$ cat config.mk
export PLATFORM = sky130hd
export DESIGN_NAME = sd_card_command_responder
export DESIGN_NICKNAME = d
export VERILOG_FILES = /design/src/rtl/sdcr_pkg.sv /design/src/rtl/sdcr_queue.sv /design/src/rtl/sdcr_front.sv /design/src/rtl/sdcr_back.sv /design/src/rtl/sd_card_command_responder.sv
export VERILOG_INCLUDE_DIRS = /design/src /design/src/rtl
export SDC_FILE = /design/constraint.sdc
export NUM_CORES = 1
export LEC_CHECK = 0
export ABC_AREA = 1
export BUFFER_PORTS_ARGS = -buffer_cell sky130_fd_sc_hd__buf_2
export CAP_MARGIN = 20
export CORE_ASPECT_RATIO = 0.9
export CORE_UTILIZATION = 45
export DETAILED_ROUTE_END_ITERATION = 10
export PLACE_DENSITY = 0.67
export SETUP_SLACK_MARGIN = 0.1
export SYNTH_ARGS = -nofsm -noshare
export SYNTH_HDL_FRONTEND = slang
export SYNTH_HIERARCHICAL = 1
export SYNTH_SLANG_ARGS = --single-unit
$ cat constraint.sdc
create_clock -name clk -period 18.4 [get_ports clk]
set_clock_uncertainty 0.15 [all_clocks]
set_input_delay 0 -clock clk [delete_from_list [all_inputs] [get_ports clk]]
set_output_delay 0 -clock clk [all_outputs]
set_load 0.01 [all_outputs]
$ cat src/rtl/assert_macros.svh
// Assertion macros used by the top-level RTL file of the SD card command responder.
// Standalone header; the bodies are empty when SYNTHESIS is defined.
`ifndef ASSERT_MACROS_SVH
`define ASSERT_MACROS_SVH
`ifndef SYNTHESIS
// antecedent holds -> consequent holds in the same cycle
`define SDCR_ASSERT_IMPLY(lbl, clk, rstn, ante, cons, msg) \
  lbl: assert property (@(posedge clk) disable iff (!rstn) (ante) |-> (cons)) else $error(msg);
// antecedent holds -> consequent holds in the next cycle
`define SDCR_ASSERT_NEXT(lbl, clk, rstn, ante, cons, msg) \
  lbl: assert property (@(posedge clk) disable iff (!rstn) (ante) |=> (cons)) else $error(msg);
`else
`define SDCR_ASSERT_IMPLY(lbl, clk, rstn, ante, cons, msg)
`define SDCR_ASSERT_NEXT(lbl, clk, rstn, ante, cons, msg)
`endif
`endif

$ cat src/rtl/sdcr_pkg.sv
// Package for the SD card command responder: codes, constant CID/CSD tables and
// the job descriptor passed from the front part to the back part. No dependencies.
package sdcr_pkg;

  // widths
  localparam int unsigned ACTION_W   = 2;
  localparam int unsigned CMD_IDX_W  = 6;
  localparam int unsigned ARG_W      = 32;
  localparam int unsigned KIND_W     = 2;
  localparam int unsigned FMT_W      = 3;
  localparam int unsigned BYTE_W     = 8;
  localparam int unsigned LEN_W      = 13;
  localparam int unsigned RCA_W      = 16;
  localparam int unsigned CNT_W      = 5;
  localparam int unsigned LIST_BYTES = 6;
  localparam int unsigned LIST_IDX_W = 3;
  localparam int unsigned TBL_IDX_W  = 4;

  localparam int unsigned MAX_BLOCK_LENGTH = 4096;
  localparam logic [LEN_W-1:0] RESET_BLOCK_LENGTH = 13'd512;
  localparam logic [RCA_W-1:0] CARD_RCA_VALUE     = 16'd1;

  // job queue between front and back
  localparam int unsigned QUEUE_DEPTH = 2;
  localparam int unsigned QPTR_W      = $clog2(QUEUE_DEPTH);
  localparam int unsigned QCNT_W      = $clog2(QUEUE_DEPTH + 1);

  // input actions
  localparam logic [ACTION_W-1:0] ACT_CMD  = 2'd0;
  localparam logic [ACTION_W-1:0] ACT_TICK = 2'd1;
  localparam logic [ACTION_W-1:0] ACT_READ = 2'd2;

  // result kinds
  localparam logic [KIND_W-1:0] KIND_BYTE   = 2'd0;
  localparam logic [KIND_W-1:0] KIND_EMPTY  = 2'd1;
  localparam logic [KIND_W-1:0] KIND_FETCH  = 2'd2;
  localparam logic [KIND_W-1:0] KIND_STATUS = 2'd3;

  // response formats
  localparam logic [FMT_W-1:0] FMT_R1   = 3'd0;
  localparam logic [FMT_W-1:0] FMT_R1B  = 3'd1;
  localparam logic [FMT_W-1:0] FMT_R2   = 3'd2;
  localparam logic [FMT_W-1:0] FMT_R3   = 3'd3;
  localparam logic [FMT_W-1:0] FMT_R6   = 3'd4;
  localparam logic [FMT_W-1:0] FMT_R7   = 3'd5;
  localparam logic [FMT_W-1:0] FMT_NONE = 3'd6;

  // command indexes
  localparam logic [CMD_IDX_W-1:0] CMD_GO_IDLE      = 6'd0;
  localparam logic [CMD_IDX_W-1:0] CMD_ALL_SEND_CID = 6'd2;
  localparam logic [CMD_IDX_W-1:0] CMD_SEND_RCA     = 6'd3;
  localparam logic [CMD_IDX_W-1:0] CMD_SELECT       = 6'd7;
  localparam logic [CMD_IDX_W-1:0] CMD_SEND_IF_COND = 6'd8;
  localparam logic [CMD_IDX_W-1:0] CMD_SEND_CSD     = 6'd9;
  localparam logic [CMD_IDX_W-1:0] CMD_STOP         = 6'd12;
  localparam logic [CMD_IDX_W-1:0] CMD_SET_BLOCKLEN = 6'd16;
  localparam logic [CMD_IDX_W-1:0] CMD_READ_SINGLE  = 6'd17;
  localparam logic [CMD_IDX_W-1:0] CMD_READ_MULTI   = 6'd18;
  localparam logic [CMD_IDX_W-1:0] CMD_APP          = 6'd55;
  localparam logic [CMD_IDX_W-1:0] ACMD_OP_COND     = 6'd41;
  localparam logic [CMD_IDX_W-1:0] ACMD_SEND_SCR    = 6'd51;

  // response byte constants
  localparam logic [BYTE_W-1:0] REG_HEADER   = 8'h3F;
  localparam logic [BYTE_W-1:0] R7_HEADER    = 8'h48;
  localparam logic [BYTE_W-1:0] R1B_HEADER   = 8'hC7;
  localparam logic [BYTE_W-1:0] R6_HEADER    = 8'h03;
  localparam logic [BYTE_W-1:0] RESP_TRAILER = 8'h01;
  localparam logic [BYTE_W-1:0] OCR_FILL     = 8'hFF;
  localparam logic [CNT_W-1:0]  REG_RESP_LEN = 5'd17;

  localparam logic [0:15][BYTE_W-1:0] CSD_TABLE = {
    8'h40, 8'h0e, 8'h00, 8'h32, 8'h5b, 8'h59, 8'h00, 8'h00,
    8'h1d, 8'h6f, 8'h7f, 8'h80, 8'h0a, 8'h40, 8'h00, 8'h00
  };
  localparam logic [0:15][BYTE_W-1:0] CID_TABLE = {
    8'h02, 8'h54, 8'h4d, 8'h53, 8'h41, 8'h30, 8'h34, 8'h47,
    8'h06, 8'h23, 8'h65, 8'hd7, 8'hfd, 8'h00, 8'hb2, 8'h00
  };

  // where the back part takes response bytes from
  typedef enum logic [1:0] {
    SRC_LIST = 2'd0,
    SRC_CID  = 2'd1,
    SRC_CSD  = 2'd2
  } src_t;

  // one classified item, ready to be played out
  typedef struct packed {
    logic [KIND_W-1:0]               kind;
    logic [FMT_W-1:0]                fmt;
    src_t                            src;
    logic [CNT_W-1:0]                count;
    logic [0:LIST_BYTES-1][BYTE_W-1:0] bytes;
    logic                            err;
    logic [ARG_W-1:0]                addr;
    logic [LEN_W-1:0]                len;
    logic                            ok;
    logic                            sel;
  } desc_t;

  // handshake between the job queue and its users
  typedef struct packed {
    logic push;
    logic pop;
  } q_ctrl_t;

  typedef struct packed {
    logic full;
    logic valid;
  } q_stat_t;

endpackage

$ cat src/rtl/sdcr_queue.sv
// Short job queue between the front and back parts of the SD command responder.
// Depends on sdcr_pkg for the descriptor type and queue depth.
module sdcr_queue (
  input  logic             clk,
  input  logic             rst_n,
  input  sdcr_pkg::q_ctrl_t ctrl,
  input  sdcr_pkg::desc_t  push_data,
  output sdcr_pkg::q_stat_t stat,
  output sdcr_pkg::desc_t  pop_data
);

  sdcr_pkg::desc_t                   mem_r [sdcr_pkg::QUEUE_DEPTH];
  logic [sdcr_pkg::QPTR_W-1:0]       wr_ptr_r, wr_ptr_nxt;
  logic [sdcr_pkg::QPTR_W-1:0]       rd_ptr_r, rd_ptr_nxt;
  logic [sdcr_pkg::QCNT_W-1:0]       cnt_r, cnt_nxt;
  logic                              do_push, do_pop;

  assign stat.full  = (cnt_r == sdcr_pkg::QCNT_W'(sdcr_pkg::QUEUE_DEPTH));
  assign stat.valid = (cnt_r != '0);
  assign do_push    = ctrl.push && !stat.full;
  assign do_pop     = ctrl.pop && stat.valid;
  assign pop_data   = mem_r[rd_ptr_r];

  // pointer and fill count update
  always_comb begin
    wr_ptr_nxt = wr_ptr_r;
    rd_ptr_nxt = rd_ptr_r;
    cnt_nxt    = cnt_r;
    if (do_push) begin
      wr_ptr_nxt = (wr_ptr_r == sdcr_pkg::QPTR_W'(sdcr_pkg::QUEUE_DEPTH - 1)) ? '0
                   : wr_ptr_r + 1'b1;
    end
    if (do_pop) begin
      rd_ptr_nxt = (rd_ptr_r == sdcr_pkg::QPTR_W'(sdcr_pkg::QUEUE_DEPTH - 1)) ? '0
                   : rd_ptr_r + 1'b1;
    end
    if (do_push && !do_pop) begin
      cnt_nxt = cnt_r + 1'b1;
    end else if (do_pop && !do_push) begin
      cnt_nxt = cnt_r - 1'b1;
    end
  end

  always_ff @(posedge clk) begin
    if (!rst_n) begin
      wr_ptr_r <= '0;
      rd_ptr_r <= '0;
      cnt_r    <= '0;
    end else begin
      wr_ptr_r <= wr_ptr_nxt;
      rd_ptr_r <= rd_ptr_nxt;
      cnt_r    <= cnt_nxt;
    end
  end

  // entry storage
  always_ff @(posedge clk) begin
    if (do_push) begin
      mem_r[wr_ptr_r] <= push_data;
    end
  end

endmodule

$ cat src/rtl/sdcr_front.sv
// Front part of the SD command responder: accepts items, updates card state and
// classifies each item into a job descriptor. Depends on sdcr_pkg.
module sdcr_front (
  input  logic                               clk,
  input  logic                               rst_n,
  input  logic                               in_valid,
  output logic                               in_stall,
  input  logic [sdcr_pkg::ACTION_W-1:0]      in_action,
  input  logic [sdcr_pkg::CMD_IDX_W-1:0]     in_cmd_index,
  input  logic [sdcr_pkg::ARG_W-1:0]         in_cmd_arg,
  input  sdcr_pkg::q_stat_t                  q_stat,
  output logic                               q_push,
  output sdcr_pkg::desc_t                    q_data
);

  logic                            reading_r, reading_nxt;
  logic                            line_busy_r, line_busy_nxt;
  logic                            app_pending_r, app_pending_nxt;
  logic [sdcr_pkg::RCA_W-1:0]      card_rca_r, card_rca_nxt;
  logic                            card_sel_r, card_sel_nxt;
  logic [sdcr_pkg::LEN_W-1:0]      block_len_r, block_len_nxt;
  logic [sdcr_pkg::ARG_W-1:0]      read_addr_r, read_addr_nxt;
  logic                            single_r, single_nxt;
  logic                            in_acc;
  logic                            push;
  sdcr_pkg::desc_t                 d;

  assign in_stall = q_stat.full;
  assign in_acc   = in_valid && !in_stall;
  assign q_push   = in_acc && push;
  assign q_data   = d;

  // decode and next state
  always_comb begin
    reading_nxt     = reading_r;
    line_busy_nxt   = line_busy_r;
    app_pending_nxt = app_pending_r;
    card_rca_nxt    = card_rca_r;
    card_sel_nxt    = card_sel_r;
    block_len_nxt   = block_len_r;
    read_addr_nxt   = read_addr_r;
    single_nxt      = single_r;
    push            = 1'b0;
    d.kind          = sdcr_pkg::KIND_EMPTY;
    d.fmt           = sdcr_pkg::FMT_NONE;
    d.src           = sdcr_pkg::SRC_LIST;
    d.count         = sdcr_pkg::CNT_W'(1);
    d.bytes         = '0;
    d.err           = 1'b0;
    d.addr          = '0;
    d.len           = '0;
    d.ok            = 1'b0;

    if (in_action == sdcr_pkg::ACT_CMD) begin
      push            = 1'b1;
      app_pending_nxt = 1'b0;
      if (app_pending_r) begin
        // application command after CMD55
        if (in_cmd_index == sdcr_pkg::ACMD_OP_COND ||
            in_cmd_index == sdcr_pkg::ACMD_SEND_SCR) begin
          d.kind  = sdcr_pkg::KIND_BYTE;
          d.fmt   = sdcr_pkg::FMT_R3;
          d.count = sdcr_pkg::CNT_W'(6);
          d.bytes = {sdcr_pkg::REG_HEADER, {5{sdcr_pkg::OCR_FILL}}};
        end else begin
          d.err = 1'b1;
        end
      end else begin
        case (in_cmd_index)
          sdcr_pkg::CMD_GO_IDLE: begin
            reading_nxt   = 1'b0;
            line_busy_nxt = 1'b0;
            d.fmt         = sdcr_pkg::FMT_R1;
          end
          sdcr_pkg::CMD_ALL_SEND_CID: begin
            d.kind  = sdcr_pkg::KIND_BYTE;
            d.fmt   = sdcr_pkg::FMT_R2;
            d.src   = sdcr_pkg::SRC_CID;
            d.count = sdcr_pkg::REG_RESP_LEN;
          end
          sdcr_pkg::CMD_SEND_RCA: begin
            card_rca_nxt = sdcr_pkg::CARD_RCA_VALUE;
            d.kind  = sdcr_pkg::KIND_BYTE;
            d.fmt   = sdcr_pkg::FMT_R6;
            d.count = sdcr_pkg::CNT_W'(5);
            d.bytes = {sdcr_pkg::R6_HEADER, sdcr_pkg::CARD_RCA_VALUE, 8'h00,
                       sdcr_pkg::RESP_TRAILER, 8'h00};
          end
          sdcr_pkg::CMD_SELECT: begin
            card_sel_nxt = (in_cmd_arg == {16'h0000, card_rca_r}) && (in_cmd_arg != '0);
            d.kind  = sdcr_pkg::KIND_BYTE;
            d.fmt   = sdcr_pkg::FMT_R1B;
            d.count = sdcr_pkg::CNT_W'(5);
            d.bytes = {sdcr_pkg::R1B_HEADER, 8'h00, 8'h00, 8'h00,
                       sdcr_pkg::RESP_TRAILER, 8'h00};
          end
          sdcr_pkg::CMD_SEND_IF_COND: begin
            // echo voltage nibble and check pattern
            d.kind  = sdcr_pkg::KIND_BYTE;
            d.fmt   = sdcr_pkg::FMT_R7;
            d.count = sdcr_pkg::CNT_W'(6);
            d.bytes = {sdcr_pkg::R7_HEADER, 8'h00, 8'h00, 4'h0, in_cmd_arg[11:8],
                       in_cmd_arg[7:0], sdcr_pkg::RESP_TRAILER};
          end
          sdcr_pkg::CMD_SEND_CSD: begin
            d.kind  = sdcr_pkg::KIND_BYTE;
            d.fmt   = sdcr_pkg::FMT_R2;
            d.src   = sdcr_pkg::SRC_CSD;
            d.count = sdcr_pkg::REG_RESP_LEN;
          end
          sdcr_pkg::CMD_STOP: begin
            reading_nxt = 1'b0;
          end
          sdcr_pkg::CMD_SET_BLOCKLEN: begin
            if (in_cmd_arg > sdcr_pkg::ARG_W'(sdcr_pkg::MAX_BLOCK_LENGTH)) begin
              d.err = 1'b1;
            end else begin
              block_len_nxt = in_cmd_arg[sdcr_pkg::LEN_W-1:0];
            end
          end
          sdcr_pkg::CMD_READ_SINGLE: begin
            read_addr_nxt = in_cmd_arg;
            reading_nxt   = 1'b1;
            single_nxt    = 1'b1;
          end
          sdcr_pkg::CMD_READ_MULTI: begin
            read_addr_nxt = in_cmd_arg;
            reading_nxt   = 1'b1;
            single_nxt    = 1'b0;
          end
          sdcr_pkg::CMD_APP: begin
            app_pending_nxt = 1'b1;
            d.fmt           = sdcr_pkg::FMT_R1;
          end
          default: begin
            d.err = 1'b1;
          end
        endcase
      end
    end else if (in_action == sdcr_pkg::ACT_TICK) begin
      // block fetch when reading and the data line is free
      if (reading_r && !line_busy_r) begin
        push          = 1'b1;
        d.kind        = sdcr_pkg::KIND_FETCH;
        d.addr        = read_addr_r;
        d.len         = block_len_r;
        line_busy_nxt = 1'b1;
        read_addr_nxt = read_addr_r + {{(sdcr_pkg::ARG_W - sdcr_pkg::LEN_W){1'b0}}, block_len_r};
        if (single_r) begin
          reading_nxt = 1'b0;
        end
      end
    end else if (in_action == sdcr_pkg::ACT_READ) begin
      push          = 1'b1;
      d.kind        = sdcr_pkg::KIND_STATUS;
      d.len         = line_busy_r ? block_len_r : '0;
      d.ok          = line_busy_r;
      line_busy_nxt = 1'b0;
    end
    d.sel = card_sel_nxt;
  end

  // card state
  always_ff @(posedge clk) begin
    if (!rst_n) begin
      reading_r     <= 1'b0;
      line_busy_r   <= 1'b0;
      app_pending_r <= 1'b0;
      card_rca_r    <= '0;
      card_sel_r    <= 1'b0;
      block_len_r   <= sdcr_pkg::RESET_BLOCK_LENGTH;
      read_addr_r   <= '0;
      single_r      <= 1'b0;
    end else if (in_acc) begin
      reading_r     <= reading_nxt;
      line_busy_r   <= line_busy_nxt;
      app_pending_r <= app_pending_nxt;
      card_rca_r    <= card_rca_nxt;
      card_sel_r    <= card_sel_nxt;
      block_len_r   <= block_len_nxt;
      read_addr_r   <= read_addr_nxt;
      single_r      <= single_nxt;
    end
  end

endmodule

$ cat src/rtl/sdcr_back.sv
// Back part of the SD command responder: plays out each queued job as one or more
// result items through an output register. Depends on sdcr_pkg.
module sdcr_back (
  input  logic                            clk,
  input  logic                            rst_n,
  input  sdcr_pkg::q_stat_t               q_stat,
  input  sdcr_pkg::desc_t                 q_data,
  output logic                            q_pop,
  output logic                            out_valid,
  input  logic                            out_stall,
  output logic [sdcr_pkg::KIND_W-1:0]     out_kind,
  output logic [sdcr_pkg::FMT_W-1:0]      out_resp_format,
  output logic [sdcr_pkg::BYTE_W-1:0]     out_resp_byte,
  output logic                            out_last,
  output logic                            out_error,
  output logic [sdcr_pkg::ARG_W-1:0]      out_fetch_address,
  output logic [sdcr_pkg::LEN_W-1:0]      out_fetch_length,
  output logic                            out_read_ok,
  output logic                            out_selected
);

  sdcr_pkg::desc_t                 cur_r;
  logic                            cur_v_r, cur_v_nxt;
  logic [sdcr_pkg::CNT_W-1:0]      idx_r, idx_nxt;
  logic                            out_valid_r, out_valid_nxt;
  logic [sdcr_pkg::KIND_W-1:0]     kind_r;
  logic [sdcr_pkg::FMT_W-1:0]      fmt_r;
  logic [sdcr_pkg::BYTE_W-1:0]     byte_r, byte_nxt;
  logic                            last_r;
  logic                            err_r;
  logic [sdcr_pkg::ARG_W-1:0]      addr_r;
  logic [sdcr_pkg::LEN_W-1:0]      len_r;
  logic                            ok_r;
  logic                            sel_r;
  logic                            adv;
  logic                            cur_last;
  logic [sdcr_pkg::TBL_IDX_W-1:0]  tbl_idx;
  logic [sdcr_pkg::CNT_W-1:0]      idx_m1;

  assign cur_last = (idx_r == cur_r.count - 1'b1);
  assign adv      = cur_v_r && (!out_valid_r || !out_stall);
  assign q_pop    = q_stat.valid && (!cur_v_r || (adv && cur_last));
  assign idx_m1   = idx_r - 1'b1;
  assign tbl_idx  = idx_m1[sdcr_pkg::TBL_IDX_W-1:0];

  // byte for the current position: register header then table, or the list
  always_comb begin
    case (cur_r.src)
      sdcr_pkg::SRC_CID: byte_nxt = (idx_r == '0) ? sdcr_pkg::REG_HEADER
                                    : sdcr_pkg::CID_TABLE[tbl_idx];
      sdcr_pkg::SRC_CSD: byte_nxt = (idx_r == '0) ? sdcr_pkg::REG_HEADER
                                    : sdcr_pkg::CSD_TABLE[tbl_idx];
      default:           byte_nxt = cur_r.bytes[idx_r[sdcr_pkg::LIST_IDX_W-1:0]];
    endcase
  end

  // job sequencing
  always_comb begin
    cur_v_nxt = cur_v_r;
    idx_nxt   = idx_r;
    if (adv) begin
      idx_nxt = idx_r + 1'b1;
      if (cur_last) begin
        cur_v_nxt = 1'b0;
      end
    end
    if (q_pop) begin
      cur_v_nxt = 1'b1;
      idx_nxt   = '0;
    end
    if (adv) begin
      out_valid_nxt = 1'b1;
    end else if (!out_stall) begin
      out_valid_nxt = 1'b0;
    end else begin
      out_valid_nxt = out_valid_r;
    end
  end

  always_ff @(posedge clk) begin
    if (!rst_n) begin
      cur_v_r     <= 1'b0;
      idx_r       <= '0;
      out_valid_r <= 1'b0;
    end else begin
      cur_v_r     <= cur_v_nxt;
      idx_r       <= idx_nxt;
      out_valid_r <= out_valid_nxt;
    end
  end

  // current job and output payload
  always_ff @(posedge clk) begin
    if (q_pop) begin
      cur_r <= q_data;
    end
    if (adv) begin
      kind_r <= cur_r.kind;
      fmt_r  <= cur_r.fmt;
      byte_r <= byte_nxt;
      last_r <= cur_last;
      err_r  <= cur_r.err;
      addr_r <= cur_r.addr;
      len_r  <= cur_r.len;
      ok_r   <= cur_r.ok;
      sel_r  <= cur_r.sel;
    end
  end

  assign out_valid         = out_valid_r;
  assign out_kind          = kind_r;
  assign out_resp_format   = fmt_r;
  assign out_resp_byte     = byte_r;
  assign out_last          = last_r;
  assign out_error         = err_r;
  assign out_fetch_address = addr_r;
  assign out_fetch_length  = len_r;
  assign out_read_ok       = ok_r;
  assign out_selected      = sel_r;

endmodule

$ cat src/rtl/sd_card_command_responder.sv
// SD card command responder, card side. An accepted item is decoded combinationally
// and leaves a job in a two-entry queue; the back part plays each job out at one
// result per cycle while out_stall allows, and each item gives a run of
// results: 1 for markers, fetch requests and read status, 5 or 6 for R1b, R3, R6
// and R7, 17 for the CID and CSD responses. The first result passes through the
// queue entry, the current job register and the output register. Items are taken
// every cycle while the queue has room, so the sustained rate is set by the back
// part's byte sequencer; ticks that cause no result never enter the queue.
// Depends on sdcr_pkg, sdcr_queue, sdcr_front, sdcr_back and assert_macros.svh.
`include "assert_macros.svh"
module sd_card_command_responder (
  input  logic                            clk,
  input  logic                            rst_n,
  input  logic                            in_valid,
  output logic                            in_stall,
  input  logic [sdcr_pkg::ACTION_W-1:0]   in_action,
  input  logic [sdcr_pkg::CMD_IDX_W-1:0]  in_cmd_index,
  input  logic [sdcr_pkg::ARG_W-1:0]      in_cmd_arg,
  output logic                            out_valid,
  input  logic                            out_stall,
  output logic [sdcr_pkg::KIND_W-1:0]     out_kind,
  output logic [sdcr_pkg::FMT_W-1:0]      out_resp_format,
  output logic [sdcr_pkg::BYTE_W-1:0]     out_resp_byte,
  output logic                            out_last,
  output logic                            out_error,
  output logic [sdcr_pkg::ARG_W-1:0]      out_fetch_address,
  output logic [sdcr_pkg::LEN_W-1:0]      out_fetch_length,
  output logic                            out_read_ok,
  output logic                            out_selected
);

  sdcr_pkg::q_ctrl_t q_ctrl;
  sdcr_pkg::q_stat_t q_stat;
  sdcr_pkg::desc_t   q_wdata;
  sdcr_pkg::desc_t   q_rdata;
  logic              q_push;
  logic              q_pop;

  assign q_ctrl.push = q_push;
  assign q_ctrl.pop  = q_pop;

  sdcr_front u_front (
    .clk          (clk),
    .rst_n        (rst_n),
    .in_valid     (in_valid),
    .in_stall     (in_stall),
    .in_action    (in_action),
    .in_cmd_index (in_cmd_index),
    .in_cmd_arg   (in_cmd_arg),
    .q_stat       (q_stat),
    .q_push       (q_push),
    .q_data       (q_wdata)
  );

  sdcr_queue u_queue (
    .clk       (clk),
    .rst_n     (rst_n),
    .ctrl      (q_ctrl),
    .push_data (q_wdata),
    .stat      (q_stat),
    .pop_data  (q_rdata)
  );

  sdcr_back u_back (
    .clk               (clk),
    .rst_n             (rst_n),
    .q_stat            (q_stat),
    .q_data            (q_rdata),
    .q_pop             (q_pop),
    .out_valid         (out_valid),
    .out_stall         (out_stall),
    .out_kind          (out_kind),
    .out_resp_format   (out_resp_format),
    .out_resp_byte     (out_resp_byte),
    .out_last          (out_last),
    .out_error         (out_error),
    .out_fetch_address (out_fetch_address),
    .out_fetch_length  (out_fetch_length),
    .out_read_ok       (out_read_ok),
    .out_selected      (out_selected)
  );

  // a job is never pushed into a full queue
  `SDCR_ASSERT_IMPLY(a_no_overflow, clk, rst_n, q_push, !q_stat.full, "queue overflow")
  // only response bytes come in runs; every other kind is a single result
  `SDCR_ASSERT_IMPLY(a_single_last, clk, rst_n,
                     out_valid && out_kind != sdcr_pkg::KIND_BYTE, out_last,
                     "non-byte result without last")
  // register responses are always byte results
  `SDCR_ASSERT_IMPLY(a_r2_bytes, clk, rst_n,
                     out_valid && out_resp_format == sdcr_pkg::FMT_R2,
                     out_kind == sdcr_pkg::KIND_BYTE && !out_error, "bad R2 result")
  // a status without a block carries no length
  `SDCR_ASSERT_IMPLY(a_empty_status, clk, rst_n,
                     out_valid && out_kind == sdcr_pkg::KIND_STATUS && !out_read_ok,
                     out_fetch_length == '0, "empty status with length")

endmodule
==> qor.txt, run 1 <==
Final hold slack -> 0.189 ns
Gpl congestion -> 0.872
Synthesized net count -> 1795
CTS tree -> done
Die height -> 200 µm
WP data arrival -> 4.91 ns
Vias in the first global route -> 11900
Final period utilization -> 0.250
Via count -> 12800
Post-synthesis async set-or-reset flop share -> 0
Max Root-Sink Buffers -> 3
Port-buffer cells -> 107
Pwr dens -> 137 mW/mm²
Die area -> 0.0445 mm²
H-tree depth -> 2
Lkg Pwr -> 0.00862 µW
Die W -> 222 µm
Top FF cell, synth -> edfxtp_1
CTS Hold Bufs -> 69
Setup Fix Bufs, Post-CTS -> 0
Sequential area share after synthesis -> 0.655
Initial DRC Count -> 1308
Total gr overflow -> 0
# nets final -> 1945
Worst Hold Class -> in2reg
WL/cell -> 17.4 µm
Clk root buf -> clkbuf_16
Worst Tran Pin Value -> 1.15 ns
CP startpoint -> in_cmd_index[5]
Post-synth EDFFs -> 386
Initial Util -> 0.457
RR Endpoint -> u_front/read_addr_r[9]
Cell variety after synth -> 49
Relative slew slack -> 0.234
Synthesized area per cell -> 11.4 µm²
RSZ-0062 raised after global routing -> no
First-pass GRT wire length -> 66500 µm
Routed vias/inst -> 5.19
Post-route ant nets -> 0
Cell count after synthesis -> 1726
Area share of the largest cell type after synthesis -> 0.591
Highest clock rate -> 218 MHz
DRC viols -> 0
DP HPWL -> 27600 µm
Final Max Tran Viols -> 0
Reg2reg start -> u_queue/cnt_r[1]
TritonCTS buffer count -> 46
Resized cells post-CTS -> 0
Gr usage total -> 0.193
DRT Pass-1 Iters -> 6
Status -> finished clean
# setup viols final -> 0
I/O pins -> 108
Worst Hold Depth -> 4
Core area -> 0.0430 mm²
N_diodes -> 0
Worst EP required -> 18.71 ns
Clk_lat worst skew -> 0.58 ns
CTS sink cnt -> 449
Critical Path Source Type -> input pin
Synth area leaders -> edfxtp_1, dfxtp_1, nand2_1, mux2_2, nor2_1
Fin. Hold Viols -> 0
Crit Path Max Fanout -> 41
Minimum clock period -> 4.59 ns
Final WL -> 42800 µm
Largest area contributor in the netlist -> edfxtp_1
Yosys synthesis warning count -> 6
Synth Register Bits -> 449
Initial antenna violation count -> 0
Clock slew at reported path FFs -> 0.06 ns
Crit Path Category -> in2reg
Site Rows -> 72
Max-Cap Viols -> 0
Worst reg-to-reg path cell count -> 12
Share of layout cells above drive strength 1 -> 0.174
Setup crit end -> u_front/read_addr_r[9]
Setup Total Neg Slack -> 0 ns
Synthesis-to-layout area growth -> 15.1%
Synthesized area -> 0.0196 mm²
Setup slack, reg-to-reg -> 14.47 ns
Peak VDD IR -> 0.0957 mV
Nature of the critical path endpoint -> flop
Largest net degree at the start of global routing -> 79
## synth_stat cells (3+ instances only)
library cell / n
nand2_2: 6
buf_1: 7
edfxtp_1: 386
ha_1: 24
nand4_1: 11
buf_2: 16
clkbuf_1: 16
nand3_2: 3
nor2_4: 3
nor2_2: 9
xor2_1: 12
o21ai_0: 77
mux2_4: 20
nand2_1: 322
and3_1: 3
nand3_1: 77
a31oi_1: 4
nor2_1: 217
o22ai_1: 4
nand2_4: 4
nor3_1: 18
a21oi_1: 78
dfxtp_1: 63
inv_1: 169
o21ai_1: 14
buf_4: 36
inv_2: 4
mux2_2: 88
buf_6: 8
## report_power, final
| part | total, µW | switching (µW) | internal, µW |
|---|---|---|---|
| combinational | 664 | 433 | 231 |
| clock | 908 | 379 | 529 |
| sequential | 1510 | 84.9 | 1430 |
## sequential cells by signal (all words and copies together) (netlist names), 2 cells and up, named ones only
| signal | count |
|---|---|
| u_queue/mem_r | 216 |
| u_back/cur_r | 108 |
| u_back/out_fetch_address | 32 |
| u_front/read_addr_r | 32 |
| u_back/out_fetch_length | 13 |
| u_front/block_len_r | 13 |
| u_back/out_resp_byte | 8 |
| u_back/idx_r | 5 |
| u_back/out_resp_format | 3 |
| u_back/out_kind | 2 |
| u_queue/cnt_r | 2 |
## through the flow
step | instances | utilization | power (µW) | setup slack [ns] | area (µm²)
2_1_floorplan | 1726 | - | 1990 | 12.12 | 19600
6_report | 2466 | 0.526 | 3080 | 13.81 | 22600
4_1_cts | 2465 | 0.525 | 3110 | 13.96 | 22600
3_3_place_gp | 2313 | 0.475 | 2170 | 14.67 | 20400
5_1_grt | 2466 | 0.526 | 3240 | 13.58 | 22600
3_5_place_dp | 2313 | 0.475 | 2180 | 14.57 | 20400
## cell type report
type / instances / area [µm²]
Fill cell: 3610 / 20400
Inverter: 177 / 672
Multi-Input combinational cell: 1015 / 5580
Clock buffer: 59 / 1220
Sequential cell: 449 / 12900
Timing Repair Buffer: 187 / 1330
Clock inverter: 24 / 245
Tap cell: 555 / 694
## cell families (layout without fill, tap and decap cells)
family                   Yosys count  in the layout  share of synthesized area
buffers and inverters            262            447                     0.0620
flip-flops                       449            449                      0.655
multiplexers                     108            108                     0.0658
other                              1              1                   0.000191
XOR/XNOR                          12             12                    0.00535
adder cells (fa/ha/maj)           25             25                     0.0163
AND/OR/NAND/NOR                  678            678                      0.144
AO/OA/AOI/OAI                    191            191                     0.0518
## worst max-delay path, stage by stage
cell,delay [ns]
dlygate4sd3_1,0.58
buf_2,0.17
inv_1,0.09
nand3_2,0.09
dlygate4sd3_1,0.58
nor3_1,0.14
dlygate4sd3_1,0.61
inv_1,0.11
a21oi_4,0.57
inv_2,0.49
a21oi_1,0.25
dlygate4sd3_1,0.58
a21oi_1,0.06
dlygate4sd3_1,0.55
## layout by cell type, fill, tap and decap left out, drive strengths merged, types with 3 or more instances in the layout
master	instances
a21oi	80
dlygate4sd3	69
nand3	80
edfxtp	386
o21ai	92
dfxtp	63
nand2	332
and3	3
bufinv	4
clkbuf	59
xor2	12
mux2	108
nand4	11
a31oi	4
buf	118
o22ai	4
nor3	18
clkinv	15
ha	24
inv	180
nor2	229
## how the worst min path moves through the flow
stage                                         end  slack [ns]           start
after floorplan                  u_queue/cnt_r[1]       -0.03           rst_n
after global placement     u_front/block_len_r[0]        0.14   in_cmd_arg[0]
after detailed placement   u_front/block_len_r[0]        0.15   in_cmd_arg[0]
after CTS                  u_front/read_addr_r[7]        0.17   in_cmd_arg[7]
after global routing      u_front/read_addr_r[12]        0.21  in_cmd_arg[12]
final                     u_front/read_addr_r[12]        0.19  in_cmd_arg[12]
## metal layers
metal | vias to the layer above | share of wire | GRT usage
met4 | 0 | 0.020 | 0.0511
li1 | 6160 | - | -
met2 | 450 | 0.44 | 0.285
met1 | 6124 | 0.47 | 0.285
met5 | - | 0 | 0
met3 | 55 | 0.072 | 0.0428
Note: power is estimated with default switching activity, not from simulation.
==> run 2, diff against run 1 <==
Settings changed: PLACE_DENSITY 0.67 to 0.69.
Clock period 18.4 ns to 3.8 ns, I/O delays scaled along.
==> qor.txt, run 2 (same netlist as run 1, synthesis figures left out) <==
Status -> finished clean
Vias in the first global route -> 12700 (+6.7%)
# fillers -> 3620 (+0.28%)
Design area -> 0.0228 mm² (+1.0%)
Die area -> 0.0445 mm² (unchanged)
WL/cell -> 17.6 µm (+1.6%)
Initial Util -> 0.457 (unchanged)
Initial DRC Count -> 1053 (-19%)
Clock slew at reported path FFs -> 0.06 ns (about the same)
Via count -> 12900 (+0.70%)
CP startpoint -> in_cmd_index[2]
Number of flip-flops in the largest register -> 216 (unchanged)
Placed cell count -> 2323 (+0.43%)
DRT Pass-1 Iters -> 7 (+1)
Gpl congestion -> 0.907 (+4.0%)
Final hold slack -> 0.188 ns (-0.00163 ns)
Crit Path Max Fanout -> 41 (unchanged)
Crit-path slowest cell -> dlygate4sd3_1
RR Endpoint -> u_front/read_addr_r[9]
Final period utilization -> 0.911
Most common library cell in the layout ignoring fill and taps -> edfxtp_1
Seq pwr share -> 0.478 (-0.012)
Synthesis-to-layout area growth -> 16.3%
Max-Cap Viols -> 0 (unchanged)
Gr usage total -> 0.196 (+0.00392)
Die height -> 200 µm (unchanged)
Peak VDD IR -> 0.485 mV (+410%)
# nets final -> 1953 (+0.41%)
Net Switching -> 4410 µW (+390%)
DRC viols -> 0 (unchanged)
Top Registers -> u_queue/mem_r (216), u_back/cur_r (108)
Final WL -> 43700 µm (+2.1%)
Top reg by flops -> u_queue/mem_r
Clk root buf -> clkbuf_16
Nature of the critical path endpoint -> flop
Commonest cells after routing, fill and taps aside -> edfxtp_1, nand2_1, nor2_1
N_diodes -> 0 (unchanged)
Setup crit end -> u_front/read_addr_r[9]
# setup viols final -> 0 (unchanged)
Worst Hold Class -> in2reg
Highest clock rate -> 289 MHz
Reg2reg start -> u_queue/cnt_r[1]
Largest net degree at the start of global routing -> 75 (-5.1%)
RSZ-0062 raised after global routing -> no
Post-route ant nets -> 0 (unchanged)
Initial antenna violation count -> 2 (+2)
Worst reg-to-reg path cell count -> 12 (unchanged)
Critical Path Source Type -> input pin
Crit Path Category -> in2reg
CP max stage delay -> 0.65 ns (+0.04 ns)
Worst-path cell chain -> dlygate4sd3_1, buf_2, nor2_4, dlygate4sd3_1, nand3_2, nor3_1, inv_1, a21oi_4, inv_4, a21oi_1, dlygate4sd3_1, a21oi_1, dlygate4sd3_1
First-pass GRT wire length -> 68700 µm (+3.2%)
Relative slew slack -> 0.311 (+0.0769)
Share of layout cells above drive strength 1 -> 0.181 (+0.00681)
Clk_lat worst skew -> 0.58 ns (about the same)
Pwr dens -> 670 mW/mm² (+390%)
DP HPWL -> 28400 µm (+3.1%)
Post-DP Area -> 0.0206 mm² (+0.82%)
Routed vias/inst -> 5.20 (+0.25%)
Comb power frac -> 0.218 (+0.003)
I/O pins -> 108 (unchanged)
Port-buffer cells -> 107 (unchanged)
Clock power share -> 0.304 (+0.010)
H-tree depth -> 2 (unchanged)
CTS sink cnt -> 449 (unchanged)
Sw Ratio -> 0.289 (-0.00236)
Worst EP required -> 4.12 ns (-14.59 ns)
Most frequent CP cell -> dlygate4sd3_1
Fin. Hold Viols -> 0 (unchanged)
Die W -> 222 µm (unchanged)
Setup slack, reg-to-reg -> 0.61 ns (-13.86 ns)
Final Max Tran Viols -> 0 (unchanged)
Finished Layout Cells -> 2477 (+0.45%)
Internal power -> 10900 µW (+400%)
Max Root-Sink Buffers -> 3 (unchanged)
TritonCTS buffer count -> 46 (unchanged)
Lkg Pwr -> 0.00870 µW (+0.94%)
WP data arrival -> 3.78 ns (-1.13 ns)
Site Rows -> 72 (unchanged)
Minimum clock period -> 3.46 ns
Worst Tran Pin Value -> 1.03 ns (-0.118 ns)
Total gr overflow -> 0 (unchanged)
Core area -> 0.0430 mm² (unchanged)
CTS tree -> done
-- run 2: changes by cell type in the layout (fill, tap and decap cells not counted), sizes merged --
cell	previous run	this run
clkinv	15	17
clkbuf	59	61
dlygate4sd3	69	68
clkinvlp	2	5
inv	180	173
bufinv	4	7
buf	118	127
-- run 2: critical path: cells and delay by family --
kind / cells / cell delay [ns]
buffers and inverters: 7 / 2.86
and+or+nand+nor: 3 / 0.50
AOI/OAI and AO/OA: 3 / 0.41
-- run 2: power by group through the flow --
| stage | Clock (µW) | Sequential [µW] | Combinational, µW |
|---|---|---|---|
| after global routing | 4940 | 7420 | 3650 |
| final | 4650 | 7310 | 3330 |
| after global placement | 0 | 7390 | 3250 |
| after detailed placement | 0 | 7400 | 3280 |
| after floorplan | 0 | 7410 | 2190 |
| after CTS | 4760 | 7320 | 3350 |
-- run 2: metrics by stage --
stage / TNS (ns) / utilization / worst slack (ns) / total power, µW
floorplan: -163.54 / - / -0.697 / 9600
global placement: 0 / 0.479 / 1.20 / 10600
detailed placement: 0 / 0.479 / 1.11 / 10700
CTS: 0 / 0.531 / 0.287 / 15400
global route: 0 / 0.531 / 0.208 / 16000
finish: 0 / 0.531 / 0.336 / 15300
-- run 2: layout make-up --
| type | instances | area, µm² | share of cell area |
|---|---|---|---|
| clock buffer | 61 | 1250 | 0.0547 |
| tap | 555 | 694 | 0.0304 |
| inverter | 177 | 679 | 0.0298 |
| sequential | 449 | 12900 | 0.563 |
| clock inverter | 25 | 320 | 0.0140 |
| timing repair buffer | 195 | 1430 | 0.0626 |
| multi-input combinational | 1015 | 5600 | 0.245 |
-- run 2: worst min path at each step --
stage,start,endpoint,cells past startpoint
floorplan,rst_n,u_queue/cnt_r[1],2
global placement,in_cmd_arg[1],u_front/block_len_r[1],3
detailed placement,in_cmd_arg[1],u_front/block_len_r[1],3
CTS,in_cmd_arg[2],u_front/block_len_r[2],4
global route,in_cmd_arg[11],u_front/read_addr_r[11],4
finish,in_cmd_arg[4],u_front/read_addr_r[4],4
-- run 2: metal layers --
layer / wire, µm / vias to the layer above / global-route usage
li1: - / 6172 / -
met1: 20000 / 6182 / 0.283
met2: 19500 / 442 / 0.302
met3: 3080 / 78 / 0.0378
met4: 1040 / 4 / 0.0595
met5: 27 / - / 0
-- run 2: timing repair --
| action | CTS | global route |
|---|---|---|
| buffers inserted | 0 | 0 |
| setup endpoints to repair | 0 | 1 |
| resized for setup | 0 | 2 |
| endpoints found under the hold margin | 109 | 0 |
| hold buffers | 68 | 0 |
